File: config.mk
export PLATFORM = sky130hd
export DESIGN_NAME = sce_ram
export DESIGN_NICKNAME = d
export VERILOG_FILES = /design/src/hdl/sce_ram.sv
export SDC_FILE = /design/constraint.sdc
export NUM_CORES = 1
export LEC_CHECK = 0
export BUFFER_PORTS_ARGS = -buffer_cell sky130_fd_sc_hd__buf_2
export CAP_MARGIN = 20
export CELL_PAD_IN_SITES_DETAIL_PLACEMENT = 1
export CELL_PAD_IN_SITES_GLOBAL_PLACEMENT = 1
export CORE_MARGIN = 4
export CORE_UTILIZATION = 53
export CTS_CLUSTER_SIZE = 16
export DETAILED_ROUTE_END_ITERATION = 16
export HOLD_SLACK_MARGIN = 0.03
export PLACE_DENSITY = 0.85
export REMOVE_ABC_BUFFERS = 1
export SYNTH_ARGS = -nofsm -noshare
export SYNTH_HDL_FRONTEND = slang
export SYNTH_SLANG_ARGS = --single-unit
File: constraint.sdc
create_clock -name i_clk -period 4 [get_ports i_clk]
set_clock_uncertainty 0.2 [all_clocks]
set_input_delay 0.4 -clock i_clk [delete_from_list [all_inputs] [get_ports i_clk]]
set_output_delay 0.4 -clock i_clk [all_outputs]
set_load 0.01 [all_outputs]
File: src/hdl/sce_ram.sv
// Generic single-write, single-read RAM with a registered read port.
// Stands alone; used for the snapshot buffer and the accumulator matrix.

module sce_ram #(
    parameter int WIDTH = 32,
    parameter int DEPTH = 8
) (
    input  logic                                  i_clk,
    input  logic                                  i_we,
    input  logic [(DEPTH > 1 ? $clog2(DEPTH) : 1)-1:0] i_waddr,
    input  logic [WIDTH-1:0]                      i_wdata,
    input  logic [(DEPTH > 1 ? $clog2(DEPTH) : 1)-1:0] i_raddr,
    output logic [WIDTH-1:0]                      o_rdata
);

    logic [WIDTH-1:0] r_mem [DEPTH];
    logic [WIDTH-1:0] r_rdata;

    // Write port and registered read port.
    always_ff @(posedge i_clk) begin
        if (i_we) begin
            r_mem[i_waddr] <= i_wdata;
        end
        r_rdata <= r_mem[i_raddr];
    end

    assign o_rdata = r_rdata;

endmodule

# After elaboration in Yosys (flattened, before gate mapping)
# Memory sizes are Yosys's and may differ from the RTL's. A register that Yosys moved wholly into a read port is not among the register bits.
# Cells that the tools add are included.
# totals
memories	1
ram_bits	256
in_bits	40
ff_bits	0
out_inout_bits	32
word_cells	3
# mem_list
memory	depth	word_bits	read_ports	rd_clocked_by_memory_dff	wr	line	source
r_mem	8	32	1	1	1	16	logic [WIDTH-1:0] r_mem [DEPTH];
# op_classes
n_mux	2
# ops
cell	count
1-bit 2-to-1 mux	2

# Logic depth before layout (Yosys ltp)
# logic_depth
depth_word	2
ltp_mapped	4
mapped_depth_nobuf	2

# Least setup slack after synthesis
# Ideal clock, no wire load.
# synth_path
kind	input -> register
start	input i_waddr[2] in the netlist's numbering
end	memory r_mem[0][0] (enable)
path_stages	2
setup_slack_ns	0.553
n_path_buf	0
t_arrival_ns	2.786
path_cell_list	nand2b_1 nor3_1
# synth_rtl
element	line	source
from (decl)	10	input logic [(DEPTH > 1 ? $clog2(DEPTH) : 1)-1:0] i_waddr,
to (decl)	16	
# No word-level cell before the write port.

==> flow_summary.toml <==
[cts]
h-tree-depth = 1
tritoncts.num_buffers = 29
clockRootBuffer = "clkbuf_16"
path_clk_slew_ns = 0.06
insertion_delay_ns = 0.53
postCtsSetupRepairBufs = 0
cts_tree = "built"
cts_buffer_depth = 3
clock-sinks = 288

[timing]
holdWs_ns = 0.347
tightest_slew_ns = 1.01
hold_viol = 0
drv_slew = 0
setup_viol = 0
post-route-min-period_ns = 2.01
finalCritPeriodShare_pct = 50.3
fin_tns_setup_ns = 0
fmax_ghz = 0.497
rsz0062_at_grt = "no"
fin_ws_ns = 1.99
slew_headroom_pct = 32.5

[global_route]
gr-usage-met3_pct = 3.38
overflow = 0
grt_busiest_layer = "met2"
grt_usage_pct = 19.8
grt_use_met1_pct = 24.9
grt_max_degree = 42
antenna_found_initial = 0
grt_pass1_vias = 5277
use_met2_pct = 36.5
grt_pass1_wl_mm = 32.4

[synth]
syn_inst = 415
synth-seq-cells = 288
yosys_warnings = 0
synthesis.area_um2 = 10500
synth_mux_area_share_pct = 18.6
seq_area_frac_synth_pct = 79.6
synth_simple_gate_area_share_pct = 0.562
synth_compound_area_share_pct = 0
yosysUniqueCellTypes = 13
synth_top_family_by_area = "multiplexers"
synth-xor-area-share_pct = 0
syn_avg_cell_area_um2 = 25.2
synthAdderAreaFrac_pct = 0

[placement]
dp_hpwl_mm = 12.2
place_inst = 749
numPortBuffers = 71
dp_slack_ns = 1.40
place.gp.congestion = 0.690

[worst_setup_path]
critPathLaunchType = "input pin"
worstSetupPathType = "input pin to flop"
end_kind = "flop"
cp.arrival_ns = 2.23
critPathRequiredTime_ns = 4.21
r2r_cells = 2
cp_max_fo = 38

[floorplan]
die_w_um = 149
fp-row-count = 51
die_h_um = 149
io_pins = 72
initial_core_util_pct = 53.8
dieArea_um2 = 22100
core-area_um2 = 19500

[flow_run]
cap_viol_max_count = 0

[cells_and_area]
layout_commonest_cell = "edfxtp_1"
layout.cells.most_common_list = "edfxtp_1, buf_2, mux4_1"
fin_util_pct = 63.8
layout-drive-gt1-share_pct = 34.0
multi_input_area_um2 = 2070
seqCellArea_um2 = 8330
fill_cells = 1559
nets = 587
finalNonFillerCells = 833
diodes = 0
area_delta_synth_final_pct = 18.6

[route]
via_per_inst = 5.58
routed_wl_mm = 20.9
drc_errors = 0
vias = 4646
wl_per_cell_um = 25.1
drtIter0Drc = 311
firstDrtPassIters = 6
postRouteAntennaNets = 0

[min_path]
hold_class = "input pin to flop"
hold-path-cell-count = 3

[pwr]
leakage_uw = 0.00425
cellPowerDensity_nw_per_um2 = 507
peakVddDrop_v = 0.000395

[status]
status = "complete, no violations"
-- flip-flops by register name, summed over array words and instances (netlist names) --
| name | flops |
|---|---|
| r_mem | 256 |
| o_rdata | 32 |
-- area by class of cell --
type | count | share of cell area, %
sequential | 288 | 67.1
tap | 265 | 2.67
clock buffer | 41 | 6.45
multi-input combinational | 109 | 16.6
timing repair buffer | 119 | 6.43
clock inverter | 11 | 0.716
-- Yosys cell counts, drive strengths merged --
| library cell | count | area share, % |
|---|---|---|
| buf | 17 | 1.2 |
| clkbuf | 1 | 0.036 |
| dfxtp | 32 | 6.1 |
| edfxtp | 256 | 73 |
| mux2 | 32 | 3.4 |
| mux4 | 64 | 15 |
| nand2 | 2 | 0.072 |
| nand2b | 3 | 0.18 |
| nor2 | 6 | 0.22 |
| nor3 | 2 | 0.096 |
-- where the power goes --
part	leakage, uW	total [uW]	internal, uW	switching, uW
clock network	0.000438	2510	1450	1060
logic	0.00122	351	172	180
registers	0.00260	3430	3400	36.1
total	0.00425	6300	5020	1270
-- worst paths after layout --
| check | startpoint | to | slack, ns |
|---|---|---|---|
| hold reg to reg | r_mem[2][8] | o_rdata[8] | 0.48 |
| setup / recovery | i_raddr[0] | o_rdata[24] | 1.99 |
| hold / removal | i_waddr[0] | r_mem[1][1] | 0.35 |
| setup reg to reg | r_mem[7][3] | o_rdata[3] | 2.45 |
-- critical path, stage by stage --
cell and delay [ns]:
buf_4 0.50, buf_4 0.40, mux4_1 0.60, mux2_2 0.28
-- logic make-up (layout without fill, tap and decap cells) --
family,Yosys count,after routing
DFF,288,288
and+or+nand+nor,13,13
muxes,96,96
buffers and inverters,18,171
-- per-stage QoR --
| step | instance area [um2] | total power, uW |
|---|---|---|
| floorplan | 10300 | 3640 |
| detailed placement | 11200 | 3830 |
| CTS | 12400 | 6360 |
| finish | 12400 | 6300 |
| global placement | 11200 | 3800 |
| global route | 12400 | 6540 |
-- layer usage --
layer	part of all wire, %	routed length, um
met4	2.1	439
met1	40	8270
met2	54	11400
met3	3.9	821
met5	0	0
-- timing repair --
| action | in CTS | in global routing |
|---|---|---|
| hold buffers | 32 | 0 |
| gates resized for setup | 0 | 0 |
| endpoints found under the setup margin | 0 | 0 |
| hold endpoints to repair | 256 | 0 |
Note: power is estimated with default switching activity, not from simulation.
