===== src/hdl/sce_pkg.sv =====
// Shared types and fixed constants of the sample covariance estimator.
// Used by the divider and the top level; it depends on nothing else.

package sce_pkg;

    // Port and field widths fixed by the stream format.
    localparam int IN_BITS        = 16;
    localparam int IN_TDATA_BITS  = 32;
    localparam int OUT_TDATA_BITS = 80;
    localparam int IDX_OUT_BITS   = 3;
    localparam int REAL_BITS      = 34;
    localparam int IMAG_BITS      = 33;

    // Configuration port and register widths.
    localparam int CFG_INDEX_BITS = 2;
    localparam int CFG_DATA_BITS  = 16;
    localparam int ELEM_BITS      = 4;
    localparam int COUNT_BITS     = 16;
    localparam int GAMMA_BITS     = 16;

    // Register reset values.
    localparam int ELEM_RESET  = 8;
    localparam int COUNT_RESET = 16;
    localparam int GAMMA_RESET = 655;

    // Loading arithmetic: the gamma product wraps at 64 bits, then drops the
    // Q16 fraction. The trace is split for two narrow partial products.
    localparam int PROD_BITS   = 64;
    localparam int LOAD_SHIFT  = 16;
    localparam int LOAD_BITS   = PROD_BITS - LOAD_SHIFT;
    localparam int TRACE_SPLIT = 26;

    // Configuration register indexes.
    typedef enum logic [CFG_INDEX_BITS-1:0] {
        CFG_ELEMENT_COUNT  = 2'd0,
        CFG_SNAPSHOT_COUNT = 2'd1,
        CFG_LOADING_GAMMA  = 2'd2
    } t_cfg_index;

    // Sequencer states.
    typedef enum logic [3:0] {
        S_IDLE,
        S_MAC,
        S_MAC_DRAIN,
        S_TR_RD,
        S_TR_WT,
        S_TR_DIV,
        S_LD_MUL,
        S_LD_SUM,
        S_LD_DIV,
        S_EN_RD,
        S_EN_WT,
        S_EN_DRE,
        S_EN_DIM,
        S_EN_OUT
    } t_state;

    // Status of the shared divider.
    typedef struct packed {
        logic busy;
        logic done;
    } t_div_status;

endpackage


===== src/hdl/sce_div.sv =====
// Restoring unsigned divider, one quotient bit per cycle.
// Depends on sce_pkg for the status struct.

module sce_div #(
    parameter int DIVIDEND_BITS = 49,
    parameter int DIVISOR_BITS  = 16
) (
    input  logic                     i_clk,
    input  logic                     i_rst_n,
    input  logic                     i_start,
    input  logic [DIVIDEND_BITS-1:0] i_dividend,
    input  logic [DIVISOR_BITS-1:0]  i_divisor,
    output sce_pkg::t_div_status     o_status,
    output logic [DIVIDEND_BITS-1:0] o_quotient
);

    localparam int CW = $clog2(DIVIDEND_BITS + 1);

    logic                     r_busy;
    logic                     r_done;
    logic [CW-1:0]            r_cnt;
    logic [DIVIDEND_BITS-1:0] r_quo;
    logic [DIVISOR_BITS-1:0]  r_rem;
    logic [DIVISOR_BITS-1:0]  r_div;

    logic [DIVISOR_BITS:0] rem_sh;
    logic [DIVISOR_BITS:0] rem_sub;
    logic                  fits;

    // One trial subtraction of the shifted remainder.
    always_comb begin
        rem_sh  = {r_rem, r_quo[DIVIDEND_BITS-1]};
        fits    = (rem_sh >= {1'b0, r_div});
        rem_sub = rem_sh - {1'b0, r_div};
    end

    // Step counter and handshake.
    always_ff @(posedge i_clk) begin
        if (!i_rst_n) begin
            r_busy <= 1'b0;
            r_done <= 1'b0;
            r_cnt  <= '0;
        end else begin
            r_done <= 1'b0;
            if (i_start) begin
                r_busy <= 1'b1;
                r_cnt  <= '0;
            end else if (r_busy) begin
                r_cnt <= r_cnt + 1'b1;
                if (r_cnt == CW'(DIVIDEND_BITS - 1)) begin
                    r_busy <= 1'b0;
                    r_done <= 1'b1;
                end
            end
        end
    end

    // Dividend shifts out at the top while quotient bits shift in below.
    always_ff @(posedge i_clk) begin
        if (i_start) begin
            r_quo <= i_dividend;
            r_rem <= '0;
            r_div <= i_divisor;
        end else if (r_busy) begin
            r_rem <= fits ? rem_sub[DIVISOR_BITS-1:0] : rem_sh[DIVISOR_BITS-1:0];
            r_quo <= {r_quo[DIVIDEND_BITS-2:0], fits};
        end
    end

    assign o_status.busy = r_busy;
    assign o_status.done = r_done;
    assign o_quotient    = r_quo;

endmodule


===== config.mk =====
export PLATFORM = sky130hd
export DESIGN_NAME = sce_div
export DESIGN_NICKNAME = d
export VERILOG_FILES = /design/src/hdl/sce_pkg.sv /design/src/hdl/sce_div.sv
export SDC_FILE = /design/constraint.sdc
export NUM_CORES = 1
export LEC_CHECK = 0
export BUFFER_PORTS_ARGS = -buffer_cell sky130_fd_sc_hd__buf_2
export CORE_MARGIN = 2
export CORE_UTILIZATION = 40
export CTS_BUF_LIST = sky130_fd_sc_hd__clkbuf_8
export DETAILED_ROUTE_END_ITERATION = 7
export PLACE_DENSITY = 0.65
export SLEW_MARGIN = 30
export SYNTH_ARGS = -nofsm -noshare
export SYNTH_HDL_FRONTEND = slang
export SYNTH_SLANG_ARGS = --single-unit

===== constraint.sdc =====
create_clock -name i_clk -period 2.55 [get_ports i_clk]
set_input_delay 0.51 -clock i_clk [delete_from_list [all_inputs] [get_ports i_clk]]
set_output_delay 0.51 -clock i_clk [all_outputs]
set_load 0.01 [all_outputs]

* Word level (Yosys, flattened, before mapping)
Index checks and enable logic that the tools add are counted.
W data, S select, Z words.
** Word-level totals
- Bits of input ports :: 68
- Bits in registers :: 89
** Operators by class
- Multiplexer cells :: 7
- Bitwise operators :: 2
- Eq/ne operators :: 1
- Add/sub/neg operators :: 2
- Reductions and logical operators :: 3
- Magnitude comparators :: 1
** Operators by type and width (count)
- $mux W49 :: 2
- $ge A17 B16 Y1 :: 1
- $mux W16 :: 1
- $sub A16 B16 Y16 :: 1
- $add A6 B1 Y6 const B :: 1
- $eq A6 B6 Y1 const B :: 1
- $mux W1 :: 4
- $reduce_or A3 Y1 :: 1
- $not A1 Y1 :: 2
- $reduce_bool A2 Y1 :: 1
- $reduce_or A2 Y1 :: 1

* Depth between registers and ports, before layout
Gate-level depths: netlist of the first run.
- Depth in word-level cells :: 4
- Gate-level depth with buffers :: 10
- Mapped depth without buffers :: 9

* Worst setup path after synthesis of the first run
OpenSTA, ideal clock, no wires.
- Kind :: input to register
- Start point :: input port i_start
- End point :: register r_quo[0] (netlist: o_quotient[0]) (enable)
- Arrival :: 2.145 ns
- Library setup time :: 0.408 ns
- Slack :: -0.003 ns
- Stages on the path :: 4
- Required time :: 2.142 ns
- Cells stage by stage :: clkbuf_1 inv_1 clkbuf_1 nand2_1
** On the way
- Word-level cells in the longest chain between the ends :: 1
** Ends and longest elaborated chain
- start: declaration :: RTL line sce_div.sv:10 : input logic i_start,
- $reduce_bool A2 Y1 (no source line)
- end signal: assignment :: RTL line sce_div.sv:61 : r_quo <= i_dividend;
- end signal: assignment :: RTL line sce_div.sv:66 : r_quo <= {r_quo[DIVIDEND_BITS-2:0], fits};
- end: declaration :: RTL line sce_div.sv:22 : logic [DIVIDEND_BITS-1:0] r_quo;
No other way between the ends.
A chain may end at the register's enable or synchronous reset.

* Worst setup path after layout of the first run
- Start point :: register r_div[10]
- End point :: register r_rem[1]
** On the way
- Word-level cells in the longest chain between the ends :: 2
** Ends and longest elaborated chain
- start: declaration :: RTL line sce_div.sv:24 : logic [DIVISOR_BITS-1:0] r_div;
- start signal: assignment :: RTL line sce_div.sv:63 : r_div <= i_divisor;
- $ge A17 B16 Y1 :: RTL line sce_div.sv:33 : fits = (rem_sh >= {1'b0, r_div});
- $mux W16 :: RTL line sce_div.sv:65 : r_rem <= fits ? rem_sub[DIVISOR_BITS-1:0] : rem_sh[DIVISOR_BITS-1:0];
- end signal: assignment :: RTL line sce_div.sv:65
- end: declaration :: RTL line sce_div.sv:23 : logic [DIVISOR_BITS-1:0] r_rem;
No other way between the ends.

==> flow_summary_export.csv, run 1 <==
group,metric,value,unit
outcome,outcome,"complete, no violations",
sta,tns,0,ns
floorplan,start_util,0.409,
global_route,track_usage,0.171,
worst_setup_path,crit_path_max_fanout,8,
floorplan,core_area,0.0114,mm^2
sta,setup_viol,0,
logic_synthesis,ys_seq_elements,89,
power_and_ir_drop,p_leak,2.39,nW
global_route,antenna_found_initial,0,
logic_synthesis,syn_avg_cell_area,12.0,um^2
logic_synthesis,synth_top_area_frac,0.420,
floorplan,die_y,112,um
sta,hold_viol_final,0,
logic_synthesis,synth.most_common_cell,"edfxtp_1",
logic_synthesis,ys_top_cells_by_count,"edfxtp_1 (65), mux2_2 (48), inv_1 (26)",
power_and_ir_drop,combPwrFrac,0.186,
global_route,grt_pass1_wl,17.3,mm
power_and_ir_drop,internal-power,2.56,mW
final_layout,drive_gt1_frac,0.419,
sta,rsz0062_at_grt,"no",
drt,drt_pass1_iterations,4,
clock_network,cts_buffers,9,
floorplan,chipWidth,112,um
floorplan,dieArea,0.0125,mm^2
global_route,grt_pass1_vias,3572,
min_path,min_path_type,"in -> reg",
drt,drc,0,
worst_setup_path,end_kind,"flip-flop",
worst_setup_path,crit_type,"reg -> reg",
final_layout,fin_nets,595,
clock_network,clockRootBuffer,"clkbuf_8",
sta,min_period_over_period,0.938,
drt,via_per_inst,5.29,
logic_synthesis,yosys_warnings,0,
drt,totalWireLength,10.5,mm
drt,ant_nets,0,
clock_network,cts_max_level,3,
power_and_ir_drop,pwr-share-clk,0.314,
sta,relSlewSlack,0.652,
final_layout,n_antenna_cell,0,
logic_synthesis,syn-cell-area,0.00465,mm^2
placement,routabilityCongestion,0.832,
sta,slew_violations,0,
sta,tightest_slew,0.521,ns
sta,fmax,0.418,GHz
logic_synthesis,syn_nets,474,
clock_network,cts_sinks,89,
sta,min_period,2.39,ns
logic_synthesis,ys.flop_type,"edfxtp_1",
drt,wire_per_inst,16.0,um
logic_synthesis,yosys.area.top_type,"edfxtp_1",
power_and_ir_drop,ir_drop,0.000428,V
worst_setup_path,start_kind,"flip-flop",
worst_setup_path,cp.arrival,2.67,ns
final_layout,syn2layout_area_growth,21.4,%
logic_synthesis,synth_cell_type_count,65,
logic_synthesis,syn_inst,387,
placement,io_buffers,118,
power_and_ir_drop,p_sw,0.958,mW
floorplan,io_pins,119,
clock_network,cts_tree,"yes",
logic_synthesis,synth_seq_area_share,0.523,
power_and_ir_drop,swShare,0.272,
clock_network,hold_buffers,0,
power_and_ir_drop,power.sequential.fraction,0.500,
clock_network,clk_pin_slew,0.10,ns
clock_network,clock_latency,0.37,ns
logic_synthesis,synth_area_leaders,"edfxtp_1 (42%), mux2_2 (12%), dfxtp_1 (10%), ha_1 (4.8%), inv_1 (2.1%)",
global_route,grt-ovfl-total,0,
flow_run,max_cap_viol_count,0,
drt,drtIter0Drc,130,
power_and_ir_drop,finalPower,3.52,mW
power_and_ir_drop,power_per_cell_area,623,mW/mm^2
clock_network,ctsLongestPathBuffers,2,
logic_synthesis,postSynth.asyncResetShare,0,
floorplan,rows,39,
drt,vias,3468,
worst_setup_path,required,2.83,ns
placement,hpwlAfterDp,7.45,mm
clock_network,post-cts-setup-buffers,0,
sta,skew,0.0108,ns
global_route,grt_start_max_net_pins,63,
logic_synthesis,synth_edf_count,65,
==> path summary, 6_finish.rpt <==
check                                  start        to  slack, ns  depth (start not counted)
worst max-delay path               r_div[10]  r_rem[1]       0.16                          9
worst min-delay path            i_divisor[7]  r_div[7]       0.30                          1
worst max register to register     r_div[10]  r_rem[1]       0.16                          9
worst min register to register      r_rem[3]  r_rem[4]       0.50                          2
==> logic make-up (layout without fill, tap and decap cells) <==
kind of cell	Yosys count	in the layout	share of synthesized area
compound gates	79	79	0.135
xor+xnor	12	12	0.0226
fa+ha+maj	19	19	0.0527
buf+inv	47	173	0.0479
flops	89	89	0.523
mux	50	50	0.121
simple gates	91	91	0.0987
==> power by group through the flow <==
stage                     logic [mW]  registers (mW)  clock network [mW]
after floorplan                0.382            1.82                   0
after CTS                      0.657            1.76                1.15
after detailed placement       0.653            1.79                   0
after global placement         0.643            1.79                   0
final                          0.655            1.76                1.10
after global routing           0.723            1.78                1.19
==> sequential cells by signal, indices dropped and copies added, names as in the netlist <==
signal,flops
o_quotient,49
r_rem,16
r_cnt,6
r_busy,1
r_div,16
r_done,1
==> worst max-delay path, cell delays in order (launching register included) <==
cell	delay [ns]
edfxtp_1	0.33
inv_1	0.04
ha_1	0.34
nand4_1	0.18
or2_1	0.30
a211oi_4	0.32
o31ai_4	0.11
buf_4	0.18
or4_1	0.40
o311ai_1	0.10
==> routing by layer <==
layer,up-vias,share of wire,track usage
met1,1655,0.43,0.207
met4,0,0.0084,0.0387
li1,1691,-,-
met2,114,0.48,0.282
met5,-,0,0
met3,8,0.082,0.0784
==> layout by cell type (no fill, tap or decap), types with 3 or more instances in the layout <==
cell type,netlist,final
a21o_1,5,5
mux2_2,48,48
nor2_1,24,24
o31ai_1,3,3
a211oi_1,4,4
buf_4,4,11
xor2_1,7,7
a21oi_1,14,14
nor3_1,6,6
nand3_1,7,7
and3_1,3,3
ha_1,18,18
o21ai_0,13,13
nand2_2,2,3
buf_2,1,118
nand2b_1,3,3
nor2b_1,3,3
dfxtp_1,24,24
inv_6,0,3
a31oi_1,5,5
nand4_1,10,10
inv_1,26,26
clkbuf_8,0,9
nand2_1,20,19
a311oi_1,5,4
edfxtp_1,65,65
xnor2_1,5,5
==> what timing repair did <==
item / 4_1_cts / 5_1_grt
hold endpoints to repair: 0 / 0
resized for setup: 0 / 1
setup endpoints to repair: 0 / 1
==> metrics by stage <==
| step | cell area, um^2 | setup slack (ns) | hold slack (ns) | instances | util |
|---|---|---|---|---|---|
| 5_1_grt | 5650 | 0.0119 | 0.275 | 656 | 0.497 |
| 6_report | 5650 | 0.158 | 0.304 | 656 | 0.497 |
| 4_1_cts | 5640 | 0.144 | 0.275 | 656 | 0.496 |
| 3_3_place_gp | 5420 | 0.202 | 0.473 | 640 | 0.477 |
| 3_5_place_dp | 5420 | 0.183 | 0.490 | 640 | 0.477 |
| 2_1_floorplan | 4650 | 0.348 | 0.458 | 387 | - |
==> cell type report <==
type	count	area (um^2)
Clock buffer	9	124
Clock inverter	7	97.6
Fill cell	1066	5720
Inverter	26	97.6
Multi-Input combinational cell	251	2000
Sequential cell	89	2430
Tap cell	143	179
Timing Repair Buffer	131	713
(Power assumes the default switching activity.)
==> inputs of run 2 (changes only) <==
--- a/config.mk
+++ b/config.mk
@@ -11,5 +11,5 @@
 export CTS_BUF_LIST = sky130_fd_sc_hd__clkbuf_8
 export DETAILED_ROUTE_END_ITERATION = 7
-export PLACE_DENSITY = 0.65
+export PLACE_DENSITY = 0.63
 export SLEW_MARGIN = 30
 export SYNTH_ARGS = -nofsm -noshare
==> constraint.sdc (replaced) <==
create_clock -name i_clk -period 2.8 [get_ports i_clk]
set_input_delay 0.56 -clock i_clk [delete_from_list [all_inputs] [get_ports i_clk]]
set_output_delay 0.56 -clock i_clk [all_outputs]
set_load 0.005 [all_outputs]
==> run 2 against run 1 <==
Against the previous run:
- register-to-register slack better by 0.098 ns
- cell area down 1.8%
- total power down 16%
- clock power down 27%
- critical path depth unchanged
- critical path type unchanged
- largest power group unchanged
- sequential power down 9%
- global-route usage down 0.30 points
- largest cell class unchanged
==> flow_summary_export.csv, run 2 (synthesized netlist as in run 1, its figures left out) <==
group,metric,value,unit
outcome,outcome,"complete, no violations",
clock_network,post_cts_resize_count,0,
floorplan,die_y,112,um
floorplan,chipWidth,112,um
floorplan,dieArea,0.0125,mm^2
floorplan,core_area,0.0114,mm^2
power_and_ir_drop,power_per_cell_area,533,mW/mm^2
placement,dp_slack,0.289,ns
clock_network,clock_latency,0.36,ns
worst_setup_path,crit_type,"reg -> reg",
drt,wire_per_inst,15.9,um
clock_network,cts_buffers,9,
floorplan,io_pins,119,
sta,min_period_over_period,0.909,
drt,ant_nets,0,
placement,hpwlAfterDp,7.31,mm
drt,via_per_inst,5.32,
sta,skew,0.0137,ns
sta,setup_viol,0,
clock_network,cts_sinks,89,
power_and_ir_drop,ir_drop,0.000419,V
sta,tightest_slew,0.537,ns
placement,place_area,0.00538,mm^2
global_route,track_usage,0.168,
final_layout,final_cell_mix,"buf_2 (117), edfxtp_1 (65), mux2_2 (48), inv_1 (27)",
flow_run,max_cap_viol_count,0,
global_route,antenna_found_initial,0,
sta,setup_ws,0.256,ns
final_layout,final_common_cell,"buf_2",
final_layout,fin_nets,587,
sta,relSlewSlack,0.642,
clock_network,clockRootBuffer,"clkbuf_8",
worst_setup_path,start_kind,"flip-flop",
sta,hold_viol_final,0,
clock_network,cts_tree,"yes",
min_path,min_path_type,"in -> reg",
global_route,grt_pass1_vias,3465,
placement,io_buffers,118,
power_and_ir_drop,finalPower,2.95,mW
sta,slew_violations,0,
power_and_ir_drop,p_leak,2.34,nW
floorplan,start_util,0.409,
drt,drtIter0Drc,202,
global_route,grt-ovfl-total,0,
clock_network,clk_pin_slew,0.09,ns
drt,drc,0,
sta,fmax,0.393,GHz
final_layout,largest_register_ffs,49,
clock_network,post-cts-setup-buffers,0,
final_layout,final_area,0.00555,mm^2
sta,min_period,2.54,ns
placement,routabilityCongestion,0.878,
sta,tns,0,ns
drt,drt_pass1_iterations,6,
final_layout,drive_gt1_frac,0.408,
worst_setup_path,required,3.08,ns
worst_setup_path,end_kind,"flip-flop",
drt,totalWireLength,10.3,mm
global_route,grt_pass1_wl,16.8,mm
global_route,grt_start_max_net_pins,72,
worst_setup_path,cp.arrival,2.82,ns
worst_setup_path,crit_path_max_fanout,13,
final_layout,syn2layout_area_growth,19.3,%
clock_network,ctsLongestPathBuffers,2,
floorplan,rows,39,
drt,vias,3448,
sta,rsz0062_at_grt,"no",
final_layout,n_antenna_cell,0,
clock_network,hold_buffers,0,
clock_network,cts_max_level,3,
-- run 2: cell types whose count changed in the layout (fill, tap and decap cells not counted), sizes merged --
cell,change
bufinv,-2
clkinv,+3
buf,-8
clkinvlp,-1
-- run 2: final timing paths --
path	startpoint	end	slack, ns	cells after the start
worst min register to register	r_cnt[5]	r_cnt[5]	0.49	2
worst min-delay path	i_divisor[8]	r_div[8]	0.37	1
worst max register to register	r_div[9]	r_rem[1]	0.26	9
worst max-delay path	r_div[9]	r_rem[1]	0.26	9
-- run 2: area by class of cell --
cell class	instances	area [um^2]
clock buffer	9	124
tap	143	179
inverter	26	97.6
clock inverter	7	47.5
timing repair buffer	123	668
sequential	89	2430
multi-input combinational	251	2000
fill	1056	5820
-- run 2: per-layer routing --
metal | routed length, um | vias up | GRT usage
met5 | 0 | - | 0
met4 | 151 | 0 | 0.0543
met3 | 822 | 12 | 0.0648
met2 | 4900 | 109 | 0.271
met1 | 4450 | 1647 | 0.209
li1 | - | 1680 | -
-- run 2: through the flow --
| step | util | instances | hold slack (ns) |
|---|---|---|---|
| detailed placement | 0.473 | 632 | 0.486 |
| global route | 0.488 | 648 | 0.338 |
| finish | 0.488 | 648 | 0.368 |
| floorplan | - | 387 | 0.458 |
| CTS | 0.488 | 648 | 0.342 |
| global placement | 0.473 | 632 | 0.471 |
-- run 2: power breakdown --
part           switching [mW]  internal [mW]
combinational           0.287          0.263
clock                   0.475          0.326
sequential             0.0563           1.55
-- run 2: critical path, cell delays in order, from the launching register on --
cell and delay, ns:
edfxtp_1 0.33, inv_1 0.04, ha_1 0.46, nand4_1 0.19, or2_1 0.29, a211oi_4 0.32
o31ai_4 0.16, buf_12 0.17, or4_1 0.39, o311ai_1 0.09
==> inputs of run 3 (changes only) <==
Settings changed: ABC_AREA set to 1.
==> run 3 against run 2 <==
Against the previous run:
- cell area is 2.3% higher
- synthesized area up 2.6%
- register-to-register slack gained 0.36 ns
- synthesized cell count is 55% higher
- the flow now finishes with violations (DRC)
- die area grew 2.5%
- fmax is 16% higher
- clock skew is 0.0044 ns lower
- core utilization rose by 0.47 points
- hold slack improved by 0.0052 ns
- largest cell class unchanged
- first-iteration DRC count increased by 17%
- count of clock-buffer cells in the layout is 1 higher
==> flow_summary_export.csv, run 3 <==
group,metric,value,unit
outcome,outcome,"complete, but fails checks",
outcome,violations,"DRC",
sta,rsz0062_at_grt,"no",
logic_synthesis,ys_seq_elements,89,
final_layout,largest_register_ffs,49,
logic_synthesis,synth_edf_count,65,
final_layout,fin_nets,800,
global_route,top_usage_layer,"met2",
power_and_ir_drop,internal-power,2.12,mW
clock_network,clockRootBuffer,"clkbuf_8",
floorplan,die_y,113,um
power_and_ir_drop,finalPower,2.86,mW
sta,relSlewSlack,0.546,
power_and_ir_drop,power_per_cell_area,505,mW/mm^2
sta,setup_viol,0,
power_and_ir_drop,swShare,0.258,
worst_setup_path,cp_cell_sequence,"inv_1 > ha_1 > a21oi_2 > o21a_1 > nand2_1 > nor2_4 > nand2_4 > nand2_1 > nand3_2 > o21ai_2",
clock_network,clock_latency,0.35,ns
clock_network,cts_sinks,89,
global_route,antenna_found_initial,0,
logic_synthesis,synth_seq_area_share,0.510,
worst_setup_path,crit_path_start,"r_div[14]",
clock_network,ctsLongestPathBuffers,2,
placement,routabilityCongestion,0.939,
logic_synthesis,synth.most_common_cell,"nand2_1",
logic_synthesis,yosys.area.top_type,"edfxtp_1",
worst_setup_path,crit_top_cell,"nand2_1",
sta,fmax,0.458,GHz
logic_synthesis,synth_top_area_frac,0.409,
sta,hold_viol_final,0,
floorplan,chipWidth,113,um
worst_setup_path,critPathBufInv,1,
floorplan,rows,39,
global_route,use_met2,0.300,
floorplan,start_util,0.414,
worst_setup_path,r2r_cells,10,
logic_synthesis,ys.flop_type,"edfxtp_1",
min_path,min_path_type,"in -> reg",
drt,wire_per_inst,13.8,um
placement,dp_cells,845,
drt,vias,4144,
clock_network,hold_buffers,0,
final_layout,final_common_cell,"nand2_1",
logic_synthesis,syn-cell-area,0.00477,mm^2
floorplan,core_area,0.0115,mm^2
logic_synthesis,yosys_warnings,0,
final_layout,drive_gt1_frac,0.208,
drt,drc,1,
placement,io_buffers,118,
logic_synthesis,syn_inst,598,
final_layout,fin_util,0.493,
power_and_ir_drop,pwr-share-clk,0.303,
final_layout,final_cell_mix,"nand2_1 (269), buf_2 (118), inv_1 (80), edfxtp_1 (65), nand3_1 (38)",
power_and_ir_drop,power.sequential.fraction,0.555,
drt,drt_pass1_iterations,7,
sta,slew_violations,0,
logic_synthesis,ys_top_cells_by_count,"nand2_1 (269), inv_1 (77), edfxtp_1 (65)",
placement,place_area,0.00548,mm^2
sta,skew,0.00924,ns
worst_setup_path,cp.arrival,2.47,ns
worst_setup_path,worst_path_max_delay_cell,"ha_1",
worst_setup_path,required,3.08,ns
worst_setup_path,worstReg2RegStart,"r_div[14]",
clock_network,cts_tree,"yes",
sta,setup_ws,0.615,ns
power_and_ir_drop,combPwrFrac,0.142,
clock_network,cts_max_level,3,
min_path,hold_depth,1,
placement,dp_slack,0.622,ns
logic_synthesis,synth_cell_type_count,34,
logic_synthesis,syn_nets,685,
worst_setup_path,crit_type,"reg -> reg",
sta,tightest_slew,0.682,ns
final_layout,syn2layout_area_growth,18.9,%
floorplan,dieArea,0.0128,mm^2
logic_synthesis,synth_area_leaders,"edfxtp_1 (41%), nand2_1 (21%), dfxtp_1 (10%), inv_1 (6.1%), ha_1 (4.7%)",
clock_network,post-cts-setup-buffers,0,
clock_network,cts_buffers,9,
placement,hpwlAfterDp,8.90,mm
drt,ant_nets,0,
final_layout,final_area,0.00567,mm^2
global_route,track_usage,0.194,
drt,via_per_inst,4.81,
final_layout,n_antenna_cell,0,
clock_network,clk_pin_slew,0.09,ns
global_route,globalRouteMet1Util,0.260,
flow_run,max_cap_viol_count,0,
global_route,grt_start_max_net_pins,57,
global_route,grt_pass1_wl,19.8,mm
drt,drtIter0Drc,237,
global_route,grtUsageMet3,0.0616,
power_and_ir_drop,ir_drop,0.000285,V
sta,tns,0,ns
worst_setup_path,crit_path_max_fanout,18,
logic_synthesis,syn_avg_cell_area,7.98,um^2
global_route,grt_pass1_vias,4073,
drt,totalWireLength,11.9,mm
worst_setup_path,critPathTopFamily,"simple AND/OR/NAND/NOR gates",
global_route,grt-ovfl-total,0,
power_and_ir_drop,p_sw,0.740,mW
worst_setup_path,critPathMaxStageDelay,0.38,ns
sta,fin_hold_ws,0.373,ns
min_path,holdCritStartpoint,"i_divisor[12]",
floorplan,io_pins,119,
logic_synthesis,postSynth.asyncResetShare,0,
final_layout,fin_cells,861,
worst_setup_path,end_kind,"flip-flop",
worst_setup_path,start_kind,"flip-flop",
worst_setup_path,cp_num_cells,10,
sta,min_period,2.18,ns
sta,min_period_over_period,0.780,
clock_network,post_cts_resize_count,0,
power_and_ir_drop,p_leak,2.97,nW
run 3: cell count changes after synthesis, sizes merged, moves of 6 or more:
cell / change
a311oi: -6
mux2: -48
inv: +52
nand4: -6
nand2: +250
nand3b: +6
nand3: +34
a21o: -6
run 3: worst paths after layout:
| kind | endpoint | slack, ns |
|---|---|---|
| max | r_rem[10] | 0.62 |
| min reg2reg | r_rem[13] | 0.48 |
| max reg2reg | r_rem[10] | 0.62 |
| min | r_div[12] | 0.37 |
run 3: power by group through the flow:
stage	logic [mW]	clock network [mW]	registers (mW)
2_1_floorplan	0.211	0	1.61
5_1_grt	0.462	0.942	1.60
3_3_place_gp	0.407	0	1.62
4_1_cts	0.411	0.895	1.59
6_report	0.407	0.867	1.59
3_5_place_dp	0.410	0	1.62
run 3: final cells by class:
type                            count  area, um^2
Sequential cell                    89        2430
Inverter                           79         299
Fill cell                        1146        5840
Tap cell                          143         179
Clock buffer                       10         138
Clock inverter                      6        52.6
Multi-Input combinational cell    413        1960
Timing Repair Buffer              121         613
run 3: worst reg2reg max path, stage by stage (launching register included):
cell,delay [ns]
edfxtp_1,0.33
inv_1,0.04
ha_1,0.38
a21oi_2,0.20
o21a_1,0.16
nand2_1,0.11
nor2_4,0.37
nand2_4,0.22
nand2_1,0.15
nand3_2,0.08
o21ai_2,0.08
run 3: cell families (layout without fill, tap and decap cells):
logic type / after synthesis / after routing / synth area share
fa+ha+maj: 19 / 19 / 0.0514
simple gates: 361 / 361 / 0.315
flops: 89 / 89 / 0.510
compound gates: 27 / 27 / 0.0325
xor+xnor: 6 / 6 / 0.0110
buf+inv: 96 / 216 / 0.0802
run 3: routing by layer:
metal | up-vias | part of all wire
li1 | 2119 | -
met1 | 1885 | 0.47
met2 | 124 | 0.44
met3 | 16 | 0.078
met4 | 0 | 0.017
met5 | - | 0
